===== config.mk =====
export PLATFORM = sky130hd
export DESIGN_NAME = hv_charge_controller_flat
export DESIGN_NICKNAME = d
export VERILOG_FILES = /design/src/rtl/hvcc_pkg.sv /design/src/rtl/hvcc_if.sv /design/src/rtl/hv_charge_controller.sv /design/src/flat_wrapper.sv
export SDC_FILE = /design/constraint.sdc
export NUM_CORES = 2
export LEC_CHECK = 0
export BUFFER_PORTS_ARGS = -buffer_cell sky130_fd_sc_hd__buf_2
export CELL_PAD_IN_SITES_DETAIL_PLACEMENT = 1
export CELL_PAD_IN_SITES_GLOBAL_PLACEMENT = 1
export CORE_ASPECT_RATIO = 1.4
export CORE_MARGIN = 4
export CORE_UTILIZATION = 35
export CTS_CLUSTER_SIZE = 14
export DETAILED_ROUTE_END_ITERATION = 10
export GPL_TIMING_DRIVEN = 0
export PLACE_DENSITY_LB_ADDON = 0.1
export REMOVE_ABC_BUFFERS = 1
export SYNTH_ARGS = -nofsm -noshare
export SYNTH_HDL_FRONTEND = slang
export SYNTH_SLANG_ARGS = --single-unit

===== constraint.sdc =====
create_clock -name clk -period 8.8 [get_ports clk]
set_clock_uncertainty 0.1 [all_clocks]
set_input_delay 1.32 -clock clk [delete_from_list [all_inputs] [get_ports clk]]
set_output_delay 1.32 -clock clk [all_outputs]
set_load 0.005 [all_outputs]

===== src/rtl/hvcc_pkg.sv =====
`default_nettype none
package hvcc_pkg;

  localparam int STEP_W = 5;
  typedef logic [STEP_W-1:0] step_t;

  localparam logic [2:0] OPC_SET       = 3'd0;
  localparam logic [2:0] OPC_CHARGE    = 3'd1;
  localparam logic [2:0] OPC_DISCHARGE = 3'd2;
  localparam logic [2:0] OPC_TICK      = 3'd3;
  localparam logic [2:0] OPC_SAMPLE    = 3'd4;

  localparam logic [2:0] ST_NONE    = 3'd0;
  localparam logic [2:0] ST_REACHED = 3'd1;
  localparam logic [2:0] ST_CTO     = 3'd2;
  localparam logic [2:0] ST_REFUSED = 3'd3;
  localparam logic [2:0] ST_SAFE    = 3'd4;
  localparam logic [2:0] ST_DTO     = 3'd5;

  localparam logic [1:0] PH_IDLE      = 2'd0;
  localparam logic [1:0] PH_CHARGE    = 2'd1;
  localparam logic [1:0] PH_DISCHARGE = 2'd2;

  localparam logic [2:0] REG_FULL_SCALE = 3'd0;
  localparam logic [2:0] REG_MAX_VOLTS  = 3'd1;
  localparam logic [2:0] REG_CHG_TMO    = 3'd2;
  localparam logic [2:0] REG_DIS_TMO    = 3'd3;
  localparam logic [2:0] REG_SAFE_VOLTS = 3'd4;

  localparam logic [9:0]  RST_FULL_SCALE = 10'd33;
  localparam logic [9:0]  RST_MAX_VOLTS  = 10'd400;
  localparam logic [15:0] RST_CHG_TMO    = 16'd500;
  localparam logic [15:0] RST_DIS_TMO    = 16'd2000;
  localparam logic [9:0]  RST_SAFE_VOLTS = 10'd5;

  localparam logic [9:0]  MIN_VOLTS = 10'd50;
  localparam logic [11:0] MV_CAP    = 12'd3300;
  localparam logic [12:0] K_273     = 13'd273;

  localparam logic [12:0] R_220  = 13'd4766;
  localparam logic [12:0] R_4095 = 13'd1024;
  localparam logic [12:0] R_20   = 13'd51;
  localparam int          SH_220  = 20;
  localparam int          SH_4095 = 22;
  localparam int          SH_20   = 10;
  localparam logic [11:0] D_220  = 12'd220;
  localparam logic [11:0] D_4095 = 12'd4095;
  localparam logic [11:0] D_20   = 12'd20;

  localparam step_t S_SET    = 5'd0;
  localparam step_t S_CHG    = 5'd10;
  localparam step_t S_REFUSE = 5'd12;
  localparam step_t S_TICK   = 5'd13;
  localparam step_t S_DIS    = 5'd14;
  localparam step_t S_SMP    = 5'd15;
  localparam step_t S_NOP    = 5'd20;

  typedef enum logic [3:0] {
    OP_NOP, OP_CLAMP, OP_MV, OP_MUL, OP_MOVP, OP_FIX, OP_WDRV, OP_WTOL,
    OP_CHARGE, OP_REFUSE, OP_TICK, OP_DISCH, OP_SAMPLE
  } uop_t;

  typedef enum logic [2:0] {C_FS, C_273, C_D220, C_D4095, C_D20} csel_t;

  typedef enum logic [0:0] {J_NONE, J_NOTARGET} jcond_t;

  typedef struct packed {
    uop_t   op;
    csel_t  csel;
    jcond_t jc;
    step_t  jmp;
    logic   last;
  } cw_t;

  function automatic cw_t mk(input uop_t op, input csel_t cs, input logic last);
    cw_t c;
    c.op   = op;
    c.csel = cs;
    c.jc   = J_NONE;
    c.jmp  = '0;
    c.last = last;
    return c;
  endfunction

  function automatic cw_t ucode(input step_t a);
    cw_t c;
    c = mk(OP_NOP, C_FS, 1'b1);
    unique case (a)
      5'd0:  c = mk(OP_CLAMP,  C_FS,    1'b0);
      5'd1:  c = mk(OP_MV,     C_FS,    1'b0);
      5'd2:  c = mk(OP_MUL,    C_273,   1'b0);
      5'd3:  c = mk(OP_MOVP,   C_FS,    1'b0);
      5'd4:  c = mk(OP_MUL,    C_D220,  1'b0);
      5'd5:  c = mk(OP_FIX,    C_D220,  1'b0);
      5'd6:  c = mk(OP_WDRV,   C_FS,    1'b0);
      5'd7:  c = mk(OP_MUL,    C_D20,   1'b0);
      5'd8:  c = mk(OP_FIX,    C_D20,   1'b0);
      5'd9:  c = mk(OP_WTOL,   C_FS,    1'b1);
      5'd10: begin
        c = mk(OP_NOP, C_FS, 1'b0);
        c.jc  = J_NOTARGET;
        c.jmp = S_REFUSE;
      end
      5'd11: c = mk(OP_CHARGE, C_FS,    1'b1);
      5'd12: c = mk(OP_REFUSE, C_FS,    1'b1);
      5'd13: c = mk(OP_TICK,   C_FS,    1'b1);
      5'd14: c = mk(OP_DISCH,  C_FS,    1'b1);
      5'd15: c = mk(OP_MUL,    C_FS,    1'b0);
      5'd16: c = mk(OP_MOVP,   C_FS,    1'b0);
      5'd17: c = mk(OP_MUL,    C_D4095, 1'b0);
      5'd18: c = mk(OP_FIX,    C_D4095, 1'b0);
      5'd19: c = mk(OP_SAMPLE, C_FS,    1'b1);
      default: c = mk(OP_NOP,  C_FS,    1'b1);
    endcase
    return c;
  endfunction

  function automatic step_t entry(input logic [2:0] opc);
    step_t s;
    s = S_NOP;
    unique case (opc)
      OPC_SET:       s = S_SET;
      OPC_CHARGE:    s = S_CHG;
      OPC_DISCHARGE: s = S_DIS;
      OPC_TICK:      s = S_TICK;
      OPC_SAMPLE:    s = S_SMP;
      default:       s = S_NOP;
    endcase
    return s;
  endfunction

endpackage
`default_nettype wire


===== src/rtl/hvcc_if.sv =====
`default_nettype none
interface hvcc_cmd_if;
  logic        valid;
  logic        ready;
  logic [2:0]  opcode;
  logic [9:0]  voltage_request;
  logic [11:0] adc_sample;
  modport source(output valid, opcode, voltage_request, adc_sample, input ready);
  modport sink(input valid, opcode, voltage_request, adc_sample, output ready);
endinterface

interface hvcc_res_if;
  logic        valid;
  logic        ready;
  logic [11:0] dac_code;
  logic        pump_on;
  logic        charged;
  logic [1:0]  phase;
  logic [9:0]  measured_volts;
  logic [2:0]  status;
  modport source(output valid, dac_code, pump_on, charged, phase, measured_volts, status,
                 input ready);
  modport sink(input valid, dac_code, pump_on, charged, phase, measured_volts, status,
               output ready);
endinterface
`default_nettype wire


===== src/rtl/hv_charge_controller.sv =====
// The single microcode sequencer and its shared 24x13 multiplier handle one command
//   at a time, running it through its microcode steps; a new command is accepted
//   only once the previous one has finished, and a last step waits while an
//   earlier result is still held for res.ready.
// A finished result waits in the output register while the next command runs.
// Reset (rst, synchronous): registers to defaults, state cleared, phase idle.
`default_nettype none
module hv_charge_controller (
  input  logic        clk,
  input  logic        rst,
  hvcc_cmd_if.sink    cmd,
  hvcc_res_if.source  res,
  input  logic        cfg_we,
  input  logic [2:0]  cfg_index,
  input  logic [15:0] cfg_data
);

  logic [9:0]  fs;
  logic [9:0]  max_volts;
  logic [15:0] chg_tmo;
  logic [15:0] dis_tmo;
  logic [9:0]  safe_volts;

  logic              busy;
  hvcc_pkg::step_t   step, step_next;
  logic [9:0]        req;
  logic [11:0]       smp;
  logic [23:0]       x, x_next;
  logic [36:0]       p, p_next;
  logic [11:0]       q, q_next;

  logic [9:0]  target_volts, target_volts_next;
  logic [5:0]  tol_volts, tol_volts_next;
  logic        charged_flag, charged_flag_next;
  logic [1:0]  phase_reg, phase_reg_next;
  logic [15:0] elapsed_ms, elapsed_ms_next;
  logic        pump_running, pump_running_next;
  logic [11:0] drive_code, drive_code_next;
  logic [9:0]  last_volts, last_volts_next;
  logic [2:0]  status_reg, status_next;

  logic        out_valid;
  logic [11:0] out_dac;
  logic        out_pump;
  logic        out_charged;
  logic [1:0]  out_phase;
  logic [9:0]  out_volts;
  logic [2:0]  out_status;

  hvcc_pkg::cw_t cw;
  logic          exec;
  logic          take;
  logic          jump;
  logic [23:0]   mul_a;
  logic [12:0]   mul_b;
  logic [11:0]   q0;
  logic [11:0]   dv;
  logic [23:0]   qd;
  logic [23:0]   rem;
  logic [9:0]    clamp_v;
  logic [15:0]   mv_raw;
  logic [15:0]   mv_q;
  logic [15:0]   e_inc;
  logic [10:0]   lo_sum;
  logic [10:0]   hi_sum;

  assign cw   = hvcc_pkg::ucode(step);
  assign take = cmd.valid && cmd.ready;
  assign exec = busy && (!cw.last || !out_valid || res.ready);
  assign jump = (cw.jc == hvcc_pkg::J_NOTARGET) && (target_volts == 10'd0);

  assign cmd.ready = !busy;

  always_comb begin
    clamp_v = (req < hvcc_pkg::MIN_VOLTS) ? hvcc_pkg::MIN_VOLTS : req;
    if (clamp_v > max_volts) begin
      clamp_v = max_volts;
    end
  end

  assign mv_raw = ({6'd0, x[9:0]} << 5) + {6'd0, x[9:0]};
  assign mv_q   = mv_raw >> 2;

  always_comb begin
    unique case (cw.csel)
      hvcc_pkg::C_FS: begin
        mul_a = {12'd0, smp};
        mul_b = {3'd0, fs};
      end
      hvcc_pkg::C_273: begin
        mul_a = x;
        mul_b = hvcc_pkg::K_273;
      end
      hvcc_pkg::C_D220: begin
        mul_a = x;
        mul_b = hvcc_pkg::R_220;
      end
      hvcc_pkg::C_D4095: begin
        mul_a = x;
        mul_b = hvcc_pkg::R_4095;
      end
      hvcc_pkg::C_D20: begin
        mul_a = x;
        mul_b = hvcc_pkg::R_20;
      end
      default: begin
        mul_a = x;
        mul_b = '0;
      end
    endcase
  end

  always_comb begin
    unique case (cw.csel)
      hvcc_pkg::C_D220: begin
        q0 = p[hvcc_pkg::SH_220 +: 12];
        dv = hvcc_pkg::D_220;
      end
      hvcc_pkg::C_D4095: begin
        q0 = p[hvcc_pkg::SH_4095 +: 12];
        dv = hvcc_pkg::D_4095;
      end
      hvcc_pkg::C_D20: begin
        q0 = p[hvcc_pkg::SH_20 +: 12];
        dv = hvcc_pkg::D_20;
      end
      default: begin
        q0 = '0;
        dv = hvcc_pkg::D_20;
      end
    endcase
  end

  assign qd  = {12'd0, q0} * {12'd0, dv};
  assign rem = x - qd;

  assign e_inc  = (elapsed_ms != 16'hFFFF) ? elapsed_ms + 16'd1 : elapsed_ms;
  assign lo_sum = {1'b0, q[9:0]} + {5'd0, tol_volts};
  assign hi_sum = {1'b0, target_volts} + {5'd0, tol_volts};

  always_comb begin
    step_next          = step;
    x_next             = x;
    p_next             = p;
    q_next             = q;
    target_volts_next  = target_volts;
    tol_volts_next     = tol_volts;
    charged_flag_next  = charged_flag;
    phase_reg_next     = phase_reg;
    elapsed_ms_next    = elapsed_ms;
    pump_running_next  = pump_running;
    drive_code_next    = drive_code;
    last_volts_next    = last_volts;
    status_next        = status_reg;
    if (take) begin
      step_next   = hvcc_pkg::entry(cmd.opcode);
      status_next = hvcc_pkg::ST_NONE;
    end else if (exec) begin
      step_next = jump ? cw.jmp : step + hvcc_pkg::step_t'(1);
      unique case (cw.op)
        hvcc_pkg::OP_NOP: begin
        end
        hvcc_pkg::OP_CLAMP: begin
          target_volts_next = clamp_v;
          x_next            = {14'd0, clamp_v};
        end
        hvcc_pkg::OP_MV: begin
          x_next = (mv_q > {4'd0, hvcc_pkg::MV_CAP}) ? {12'd0, hvcc_pkg::MV_CAP}
                                                   : {8'd0, mv_q};
        end
        hvcc_pkg::OP_MUL: begin
          p_next = {13'd0, mul_a} * {24'd0, mul_b};
        end
        hvcc_pkg::OP_MOVP: begin
          x_next = p[23:0];
        end
        hvcc_pkg::OP_FIX: begin
          q_next = q0 + {11'd0, (rem >= {12'd0, dv})};
        end
        hvcc_pkg::OP_WDRV: begin
          drive_code_next = q;
          x_next          = {14'd0, target_volts};
        end
        hvcc_pkg::OP_WTOL: begin
          tol_volts_next = q[5:0];
        end
        hvcc_pkg::OP_CHARGE: begin
          charged_flag_next = 1'b0;
          pump_running_next = 1'b1;
          phase_reg_next    = hvcc_pkg::PH_CHARGE;
          elapsed_ms_next   = '0;
        end
        hvcc_pkg::OP_REFUSE: begin
          status_next = hvcc_pkg::ST_REFUSED;
        end
        hvcc_pkg::OP_TICK: begin
          if (phase_reg != hvcc_pkg::PH_IDLE) begin
            elapsed_ms_next = e_inc;
            if (phase_reg == hvcc_pkg::PH_CHARGE) begin
              if (e_inc >= chg_tmo) begin
                pump_running_next = 1'b0;
                phase_reg_next    = hvcc_pkg::PH_IDLE;
                status_next       = hvcc_pkg::ST_CTO;
              end
            end else if (e_inc >= dis_tmo) begin
              charged_flag_next = 1'b0;
              target_volts_next = '0;
              tol_volts_next    = '0;
              phase_reg_next    = hvcc_pkg::PH_IDLE;
              status_next       = hvcc_pkg::ST_DTO;
            end
          end
        end
        hvcc_pkg::OP_DISCH: begin
          pump_running_next = 1'b0;
          drive_code_next   = '0;
          phase_reg_next    = hvcc_pkg::PH_DISCHARGE;
          elapsed_ms_next   = '0;
        end
        hvcc_pkg::OP_SAMPLE: begin
          last_volts_next = q[9:0];
          if (phase_reg == hvcc_pkg::PH_CHARGE && elapsed_ms < chg_tmo) begin
            if (lo_sum >= {1'b0, target_volts} && {1'b0, q[9:0]} <= hi_sum) begin
              charged_flag_next = 1'b1;
              phase_reg_next    = hvcc_pkg::PH_IDLE;
              status_next       = hvcc_pkg::ST_REACHED;
            end
          end else if (phase_reg == hvcc_pkg::PH_DISCHARGE && elapsed_ms < dis_tmo) begin
            if (q[9:0] < safe_volts) begin
              charged_flag_next = 1'b0;
              target_volts_next = '0;
              tol_volts_next    = '0;
              phase_reg_next    = hvcc_pkg::PH_IDLE;
              status_next       = hvcc_pkg::ST_SAFE;
            end
          end
        end
        default: begin
        end
      endcase
    end
  end

  always_ff @(posedge clk) begin
    if (rst) begin
      fs         <= hvcc_pkg::RST_FULL_SCALE;
      max_volts  <= hvcc_pkg::RST_MAX_VOLTS;
      chg_tmo    <= hvcc_pkg::RST_CHG_TMO;
      dis_tmo    <= hvcc_pkg::RST_DIS_TMO;
      safe_volts <= hvcc_pkg::RST_SAFE_VOLTS;
    end else if (cfg_we) begin
      unique case (cfg_index)
        hvcc_pkg::REG_FULL_SCALE: fs         <= cfg_data[9:0];
        hvcc_pkg::REG_MAX_VOLTS:  max_volts  <= cfg_data[9:0];
        hvcc_pkg::REG_CHG_TMO:    chg_tmo    <= cfg_data;
        hvcc_pkg::REG_DIS_TMO:    dis_tmo    <= cfg_data;
        hvcc_pkg::REG_SAFE_VOLTS: safe_volts <= cfg_data[9:0];
        default: begin
        end
      endcase
    end
  end

  always_ff @(posedge clk) begin
    if (rst) begin
      busy         <= 1'b0;
      step         <= hvcc_pkg::S_NOP;
      target_volts <= '0;
      tol_volts    <= '0;
      charged_flag <= 1'b0;
      phase_reg    <= hvcc_pkg::PH_IDLE;
      elapsed_ms   <= '0;
      pump_running <= 1'b0;
      drive_code   <= '0;
      last_volts   <= '0;
      status_reg   <= hvcc_pkg::ST_NONE;
      out_valid    <= 1'b0;
    end else begin
      step         <= step_next;
      target_volts <= target_volts_next;
      tol_volts    <= tol_volts_next;
      charged_flag <= charged_flag_next;
      phase_reg    <= phase_reg_next;
      elapsed_ms   <= elapsed_ms_next;
      pump_running <= pump_running_next;
      drive_code   <= drive_code_next;
      last_volts   <= last_volts_next;
      status_reg   <= status_next;
      if (take) begin
        busy <= 1'b1;
      end else if (exec && cw.last) begin
        busy <= 1'b0;
      end
      if (exec && cw.last) begin
        out_valid <= 1'b1;
      end else if (res.ready) begin
        out_valid <= 1'b0;
      end
    end
  end

  always_ff @(posedge clk) begin
    x <= x_next;
    p <= p_next;
    q <= q_next;
    if (take) begin
      req <= cmd.voltage_request;
      smp <= cmd.adc_sample;
    end
    if (exec && cw.last) begin
      out_dac     <= drive_code_next;
      out_pump    <= pump_running_next;
      out_charged <= charged_flag_next;
      out_phase   <= phase_reg_next;
      out_volts   <= last_volts_next;
      out_status  <= status_next;
    end
  end

  assign res.valid          = out_valid;
  assign res.dac_code       = out_dac;
  assign res.pump_on        = out_pump;
  assign res.charged        = out_charged;
  assign res.phase          = out_phase;
  assign res.measured_volts = out_volts;
  assign res.status         = out_status;

endmodule
`default_nettype wire


===== src/flat_wrapper.sv =====
// flat-port wrapper written by rule: the top's interface ports become plain ports
module hv_charge_controller_flat 
  (clk, rst, cfg_we, cfg_index, cfg_data, cmd_valid, cmd_opcode, cmd_voltage_request, cmd_adc_sample, cmd_ready, res_valid, res_dac_code, res_pump_on, res_charged, res_phase, res_measured_volts, res_status, res_ready);
  hvcc_cmd_if cmd_i ();
  hvcc_res_if res_i ();
  input  logic clk;
  input  logic rst;
  input  logic cfg_we;
  input  logic [2:0] cfg_index;
  input  logic [15:0] cfg_data;
  input wire logic [$bits(cmd_i.valid)-1:0] cmd_valid;
  input wire logic [$bits(cmd_i.opcode)-1:0] cmd_opcode;
  input wire logic [$bits(cmd_i.voltage_request)-1:0] cmd_voltage_request;
  input wire logic [$bits(cmd_i.adc_sample)-1:0] cmd_adc_sample;
  output wire logic [$bits(cmd_i.ready)-1:0] cmd_ready;
  output wire logic [$bits(res_i.valid)-1:0] res_valid;
  output wire logic [$bits(res_i.dac_code)-1:0] res_dac_code;
  output wire logic [$bits(res_i.pump_on)-1:0] res_pump_on;
  output wire logic [$bits(res_i.charged)-1:0] res_charged;
  output wire logic [$bits(res_i.phase)-1:0] res_phase;
  output wire logic [$bits(res_i.measured_volts)-1:0] res_measured_volts;
  output wire logic [$bits(res_i.status)-1:0] res_status;
  input wire logic [$bits(res_i.ready)-1:0] res_ready;
  assign cmd_i.valid = cmd_valid;
  assign cmd_i.opcode = cmd_opcode;
  assign cmd_i.voltage_request = cmd_voltage_request;
  assign cmd_i.adc_sample = cmd_adc_sample;
  assign cmd_ready = cmd_i.ready;
  assign res_valid = res_i.valid;
  assign res_dac_code = res_i.dac_code;
  assign res_pump_on = res_i.pump_on;
  assign res_charged = res_i.charged;
  assign res_phase = res_i.phase;
  assign res_measured_volts = res_i.measured_volts;
  assign res_status = res_i.status;
  assign res_i.ready = res_ready;
  hv_charge_controller u_core (.clk(clk), .rst(rst), .cmd(cmd_i), .res(res_i), .cfg_we(cfg_we), .cfg_index(cfg_index), .cfg_data(cfg_data));
endmodule

# Word-level counts from Yosys, hierarchy flattened

Memory sizes are Yosys's and may differ from the RTL's. A register that Yosys moved wholly into a read port is not among the register bits.
Cells that the tools add are included.

Bits in registers: 251
Bits in read-only memories: 352
Input bits: 49
Output and inout bits: 31
Logic and storage cells: 198
Memories: 1

$add $sub $neg: 7
$mul: 2
Magnitude comparators: 11
Eq/ne operators: 33
Mux-type cells: 79
Bitwise gates (word level): 1
Reduce and logical (&&, ||, !) cells: 36

Memory list:

| memory           | depth | bits a word | read ports | clocked after memory_dff | write ports | RTL line       | RTL |
|---|---|---|---|---|---|---|---|
| (name not given) | 32    | 11          | 1          | 1                        | 0           | hvcc_pkg.sv:88 | `unique case (a)` |

Operator list:

| kind                                                | count |
|---|---|
| 2-to-1 mux 10 bit                                   | 11 |
| case mux 24 bit (4 select lines)                    | 1 |
| case mux 13 bit (5 select lines)                    | 1 |
| case mux 12 bit (2 select lines)                    | 2 |
| 2-to-1 mux 6 bit                                    | 6 |
| case mux 12 bit (3 select lines)                    | 1 |
| multiplier 24 x 13 -> 34 bit                        | 1 |
| >= comparator 16 bit                                | 2 |
| less-than comparator 16 bit                         | 2 |
| 2-to-1 mux 16 bit                                   | 2 |
| case mux 16 bit (2 select lines)                    | 1 |
| 2-to-1 mux 3 bit                                    | 10 |
| case mux 10 bit (3 select lines)                    | 1 |
| 2-to-1 mux 5 bit                                    | 5 |
| case mux 5 bit (5 select lines)                     | 1 |
| >= comparator 24 x 12 -> 1 bit                      | 1 |
| multiplier 12 x 12 -> 24 bit                        | 1 |
| 2-to-1 mux 12 bit                                   | 2 |
| 2-to-1 mux 24 bit                                   | 1 |
| subtractor 24 bit                                   | 1 |
| adder 10 x 6 -> 11 bit                              | 2 |
| equality test 4 bit, second input constant          | 5 |
| 2-to-1 mux 2 bit                                    | 10 |
| equality test 3 x 2 -> 1 bit, second input constant | 6 |
| 40 further kinds                                    | 93 |

# Logic depth before layout (Yosys ltp)

Depth in word-level cells: 9
Mapped depth: 35

# Worst setup path before layout

No wires, ideal clock.

Kind: register to register
From: register u_core.cw[8] (netlist name)
To: register u_core.q[4] (data pin)
Library setup time: 0.269 ns
Arrival: 7.106 ns
Data required time: 8.431 ns
Setup slack: 1.325 ns
Stages on the path, launching flop included: 31
Path buffers: 2
Clock period less this slack: 7.475 ns
Cell sequence: dfxtp_1 nor2b_1 buf_2 inv_2 nor2_2 clkbuf_1 nand2_1 inv_1 fa_1 fa_1 inv_1 fa_1 fa_1 inv_1 fa_1 inv_1 ha_1 and4_1 a211oi_1 xnor2_1 ha_1 and3_1 a21oi_1 o21ai_0 o41a_1 nor4_1 nand4_1 ha_1 ha_1 nand3_1 xnor2_1

Cells in the longest elaborated chain, start to end: 6
Elaborated cells between the ends (all ways): 9

RTL lines:

| what                                                                                 | RTL line                    | RTL |
|---|---|---|
| equality test 3 bit or equality test 3 x 2 -> 1 bit (tied branches)                  | hv_charge_controller.sv:114 | `unique case (cw.csel)` |
| case mux 12 bit (3 select lines) or case mux 12 bit (2 select lines) (tied branches) | hv_charge_controller.sv:114 |  |
| multiplier 12 x 12 -> 24 bit                                                         | hv_charge_controller.sv:134 | `assign qd = {12'd0, q0} * {12'd0, dv};` |
| subtractor 24 bit                                                                    | hv_charge_controller.sv:135 | `assign rem = x - qd;` |
| >= comparator 24 x 12 -> 1 bit                                                       | hv_charge_controller.sv:178 | `q_next = q0 + {11'd0, (rem >= {12'd0, dv})};` |
| adder 12 x 1 -> 12 bit (*)                                                           | hv_charge_controller.sv:178 |  |
| end signal, assigned                                                                 | hv_charge_controller.sv:305 | `q <= q_next;` |
| end, declared                                                                        | hv_charge_controller.sv:30  | `logic [11:0] q, q_next;` |

Every way passes the cells marked *; elsewhere a longest branch is shown, timed or not.
A chain may end at the register's enable or synchronous reset.

# Final worst setup path

From: register u_core.cw[9] (netlist name)
To: register u_core.p[33] (data pin)

Cells in the longest elaborated chain, start to end: 3
Elaborated cells between the ends (all ways): 8

RTL lines:

| what                                                                  | RTL line                    | RTL |
|---|---|---|
| equality test 3 bit (tied with other cells)                           | hv_charge_controller.sv:85  | `unique case (cw.csel)` |
| case mux 13 bit (5 select lines) or 2-to-1 mux 24 bit (tied branches) | hv_charge_controller.sv:85  |  |
| multiplier 24 x 13 -> 34 bit (*)                                      | hv_charge_controller.sv:172 | `p_next = {13'd0, mul_a} * {24'd0, mul_b};` |
| end signal, assigned                                                  | hv_charge_controller.sv:304 | `p <= p_next;` |
| end, declared                                                         | hv_charge_controller.sv:29  | `logic [36:0] p, p_next;` |

Marks and branches as above.

==> impl_metrics.env <==
export IMPL_synthMuxAreaShare_pct=2.23
export IMPL_drv_cap=0
export IMPL_drt_first_pass_iters=5
export IMPL_multiInputGateArea_um2=19900
export IMPL_synthAdderAreaFrac_pct=36.3
export IMPL_die_x_um=250
export IMPL_cpMaxStageDelayCell="mux2i_1"
export IMPL_synth_top_family_by_area="adder cells"
export IMPL_p_comb_share_pct=61.8
export IMPL_ys_seq_area_share_pct=22.4
export IMPL_grt_start_max_net_pins=83
export IMPL_vias=22600
export IMPL_numCtsBuffers=31
export IMPL_period_share_pct=95.0
export IMPL_synth_edf_count=121
export IMPL_globalRoute_totalOverflow=0
export IMPL_floorplan_initialDensity_pct=35.2
export IMPL_worstHoldPathType="reg2reg"
export IMPL_rows=124
export IMPL_fp_dieH_um=347
export IMPL_hold_path_startpoint="u_core.dis_tmo[3]"
export IMPL_insertion_delay_ns=0.62
export IMPL_wirelength_um=96600
export IMPL_wl_per_cell_um=22.2
export IMPL_rrSetupSlack_ns=0.44
export IMPL_grt_pass1_wl_um=150000
export IMPL_crit_required_ns=9.05
export IMPL_crit_fanout=14
export IMPL_port_buffers=79
export IMPL_drive_gt1_share_pct=7.68
export IMPL_path_common_cell="fa_1"
export IMPL_syn_area_um2=28700
export IMPL_area_sequential_um2=6430
export IMPL_max_freq_ghz=0.120
export IMPL_nFillCells=9425
export IMPL_swShare_pct=46.1
export IMPL_via_per_inst=5.18
export IMPL_rsz0062_at_grt="false"
export IMPL_critPathKind="reg2reg"
export IMPL_core_um2=81500
export IMPL_start_kind="flop"
export IMPL_period_needed_ns=8.36
export IMPL_clock_sinks=260
export IMPL_reg2reg_to="u_core.p[33]"
export IMPL_maxSlewViolCount=0
export IMPL_cp_arrival_ns=8.61
export IMPL_largest_reg_flops=34
export IMPL_synth_compound_area_share_pct=12.0
export IMPL_antenna_found_initial=1
export IMPL_holdPathStages=2
export IMPL_hold_violations=0
export IMPL_synth_warnings=0
export IMPL_dp_final_hpwl_um=79200
export IMPL_syn_avg_cell_area_um2=8.96
export IMPL_end_kind="flop"
export IMPL_ios=80
export IMPL_postCtsHoldBufs=0
export IMPL_cts_tree="done"
export IMPL_p_switching_uw=3500
export IMPL_yosys_cell_types_count=80
export IMPL_p_int_uw=4100
export IMPL_yosys_area_share_simple_pct=14.7
export IMPL_synthFlopType="dfxtp_1"
export IMPL_slowest_delay_ns=0.93
export IMPL_ir_drop_mv=0.189
export IMPL_finalSetupTns_ns=0
export IMPL_reg2reg_depth=20
export IMPL_grt_pass1_vias=25500
export IMPL_area_growth_synth_to_final_pct=10.6
export IMPL_async_reset_ff_share_pct=0
export IMPL_track_usage_pct=22.2
export IMPL_drc_errors=0
export IMPL_syn_inst=3204
export IMPL_cts_root_buf="clkbuf_16"
export IMPL_p_leak_uw=0.0148
export IMPL_clockBufferDepth=3
export IMPL_nNetsFinal=3939
export IMPL_path_cells="nor3_2 > buf_4 > mux2i_1 > nor2_1 > fa_1 > fa_1 > inv_1 > fa_1 > fa_1 > inv_1 > fa_1 > ha_1 > a21o_1 > a21oi_1 > o2111ai_1 > o21ai_0 > o211ai_1 > a21o_1 > a21oi_1 > xnor2_1"
export IMPL_tightestPinTransition_ns=1.27
export IMPL_min_to="u_core.dis_tmo[3]"
export IMPL_ant_nets=0
export IMPL_rr_startpoint="u_core.cw[9]"
export IMPL_synth_seq_cells=260
export IMPL_setup_violations=0
export IMPL_synth_xor_area_share_pct=3.11
export IMPL_path_clk_slew_ns=0.07
export IMPL_cts_htree_levels=1
export IMPL_largest_register="u_core.p"
export IMPL_slew_headroom_pct=12.9
export IMPL_pwr_density_cell_nw_per_um2=239
export IMPL_reg_top3="u_core.p x34, u_core.x x24"
export IMPL_place_congestion=0.887
export IMPL_drt_iter0_drc=884
export IMPL_p_seq_share_pct=20.2
export IMPL_clock_power_share_pct=18.0
export IMPL_final_core_util_pct=39.0
export IMPL_outcome="complete, no violations"
export IMPL_die_area_um2=86700
## cells in the mapped netlist, drive strengths merged, types with 46 or more instances
library cell,number,area share (%)
o21ai,95,1.7
nand2b,58,1.3
xnor2,78,2.4
clkbuf,86,1.1
nand2,347,4.5
edfxtp,121,13
mux2i,47,1.6
nand3,71,1.2
a21oi,169,2.9
dfxtp,139,9.7
inv,592,7.7
nor2,224,2.9
fa,333,23
a21o,46,1.2
ha,300,13
## power by group through the flow
stage	Clock (µW)	Sequential, µW	Combinational [µW]
final	1370	1540	4700
after global routing	1450	1540	5330
after CTS	1410	1540	4760
after detailed placement	0	1560	4700
after global placement	0	1560	4580
after floorplan	0	1520	3310
## cell usage in the layout (no fill, tap or decap), types with 25 or more instances in the layout
cell	n
o21ai_0	89
a21oi_1	166
a211oi_1	25
inv_1	587
edfxtp_1	121
and2_1	33
buf_2	78
nand2_1	344
nand2b_1	58
nor2_1	220
fa_1	333
nand4_1	25
nor3_1	25
mux2i_1	47
a21o_1	46
ha_1	300
nand3_1	71
clkbuf_16	31
xnor2_1	78
o21a_1	25
dfxtp_1	136
nor2b_1	31
## worst max-delay path, delay by kind of cell (launching register included)
family / cells / cell delay, ns
AOI/OAI and AO/OA: 7 / 2.06
xor gates and xnor gates: 1 / 0.09
adders and majority gates: 6 / 2.98
buffers and inverters: 3 / 0.48
DFF: 1 / 0.44
muxes: 1 / 0.93
and+or+nand+nor: 2 / 1.00
## through the flow
step	setup slack [ns]	area, µm²	total power (µW)	hold WS [ns]	std cells
finish	0.441	31800	7600	0.359	4353
CTS	0.0333	31600	7710	0.360	4343
global placement	-2.99	30100	6140	0.344	4258
detailed placement	-2.27	30500	6260	0.351	4282
global route	0.0174	31800	8320	0.375	4352
floorplan	0.396	28300	4830	0.327	3108
## worst max path at each step
stage                  from  depth (start not counted)  slack (ns)            to
2_1_floorplan  u_core.cw[7]                         20        0.40  u_core.p[28]
3_3_place_gp   u_core.cw[7]                         20       -2.99  u_core.p[33]
3_5_place_dp   u_core.cw[8]                         30       -2.27   u_core.q[4]
4_1_cts        u_core.cw[8]                         30        0.03   u_core.q[4]
5_1_grt        u_core.cw[8]                         30        0.02  u_core.q[10]
6_report       u_core.cw[9]                         20        0.44  u_core.p[33]
## layer usage
layer  vias up  routed length (µm)  GRT usage, %
li1      10500                   -             -
met4         0                3670          7.19
met1     11500               36900          24.6
met5         -                   0             0
met2       341               53900          44.6
met3       146                2150          1.55
## timing repair
item	CTS	global route
gates resized for setup	17	14
pin swaps	1	1
setup endpoints to repair	27	11
setup buffers	4	9
## cells by family after synthesis
logic type	Yosys count
simple gates	916
buf+inv	699
fa+ha+maj	633
compound gates	530
flops	260
xor+xnor	102
mux	62
other cells	2
## layout make-up
| cell class | instances | share of cell area, % |
|---|---|---|
| multi-input combinational | 2255 | 62.5 |
| inverter | 593 | 7.05 |
| tap | 1071 | 4.22 |
| antenna | 1 | 0.00788 |
| timing repair buffer | 116 | 2.64 |
| clock inverter | 24 | 0.855 |
| sequential | 260 | 20.2 |
| clock buffer | 33 | 2.47 |
(Power assumes the default switching activity.)
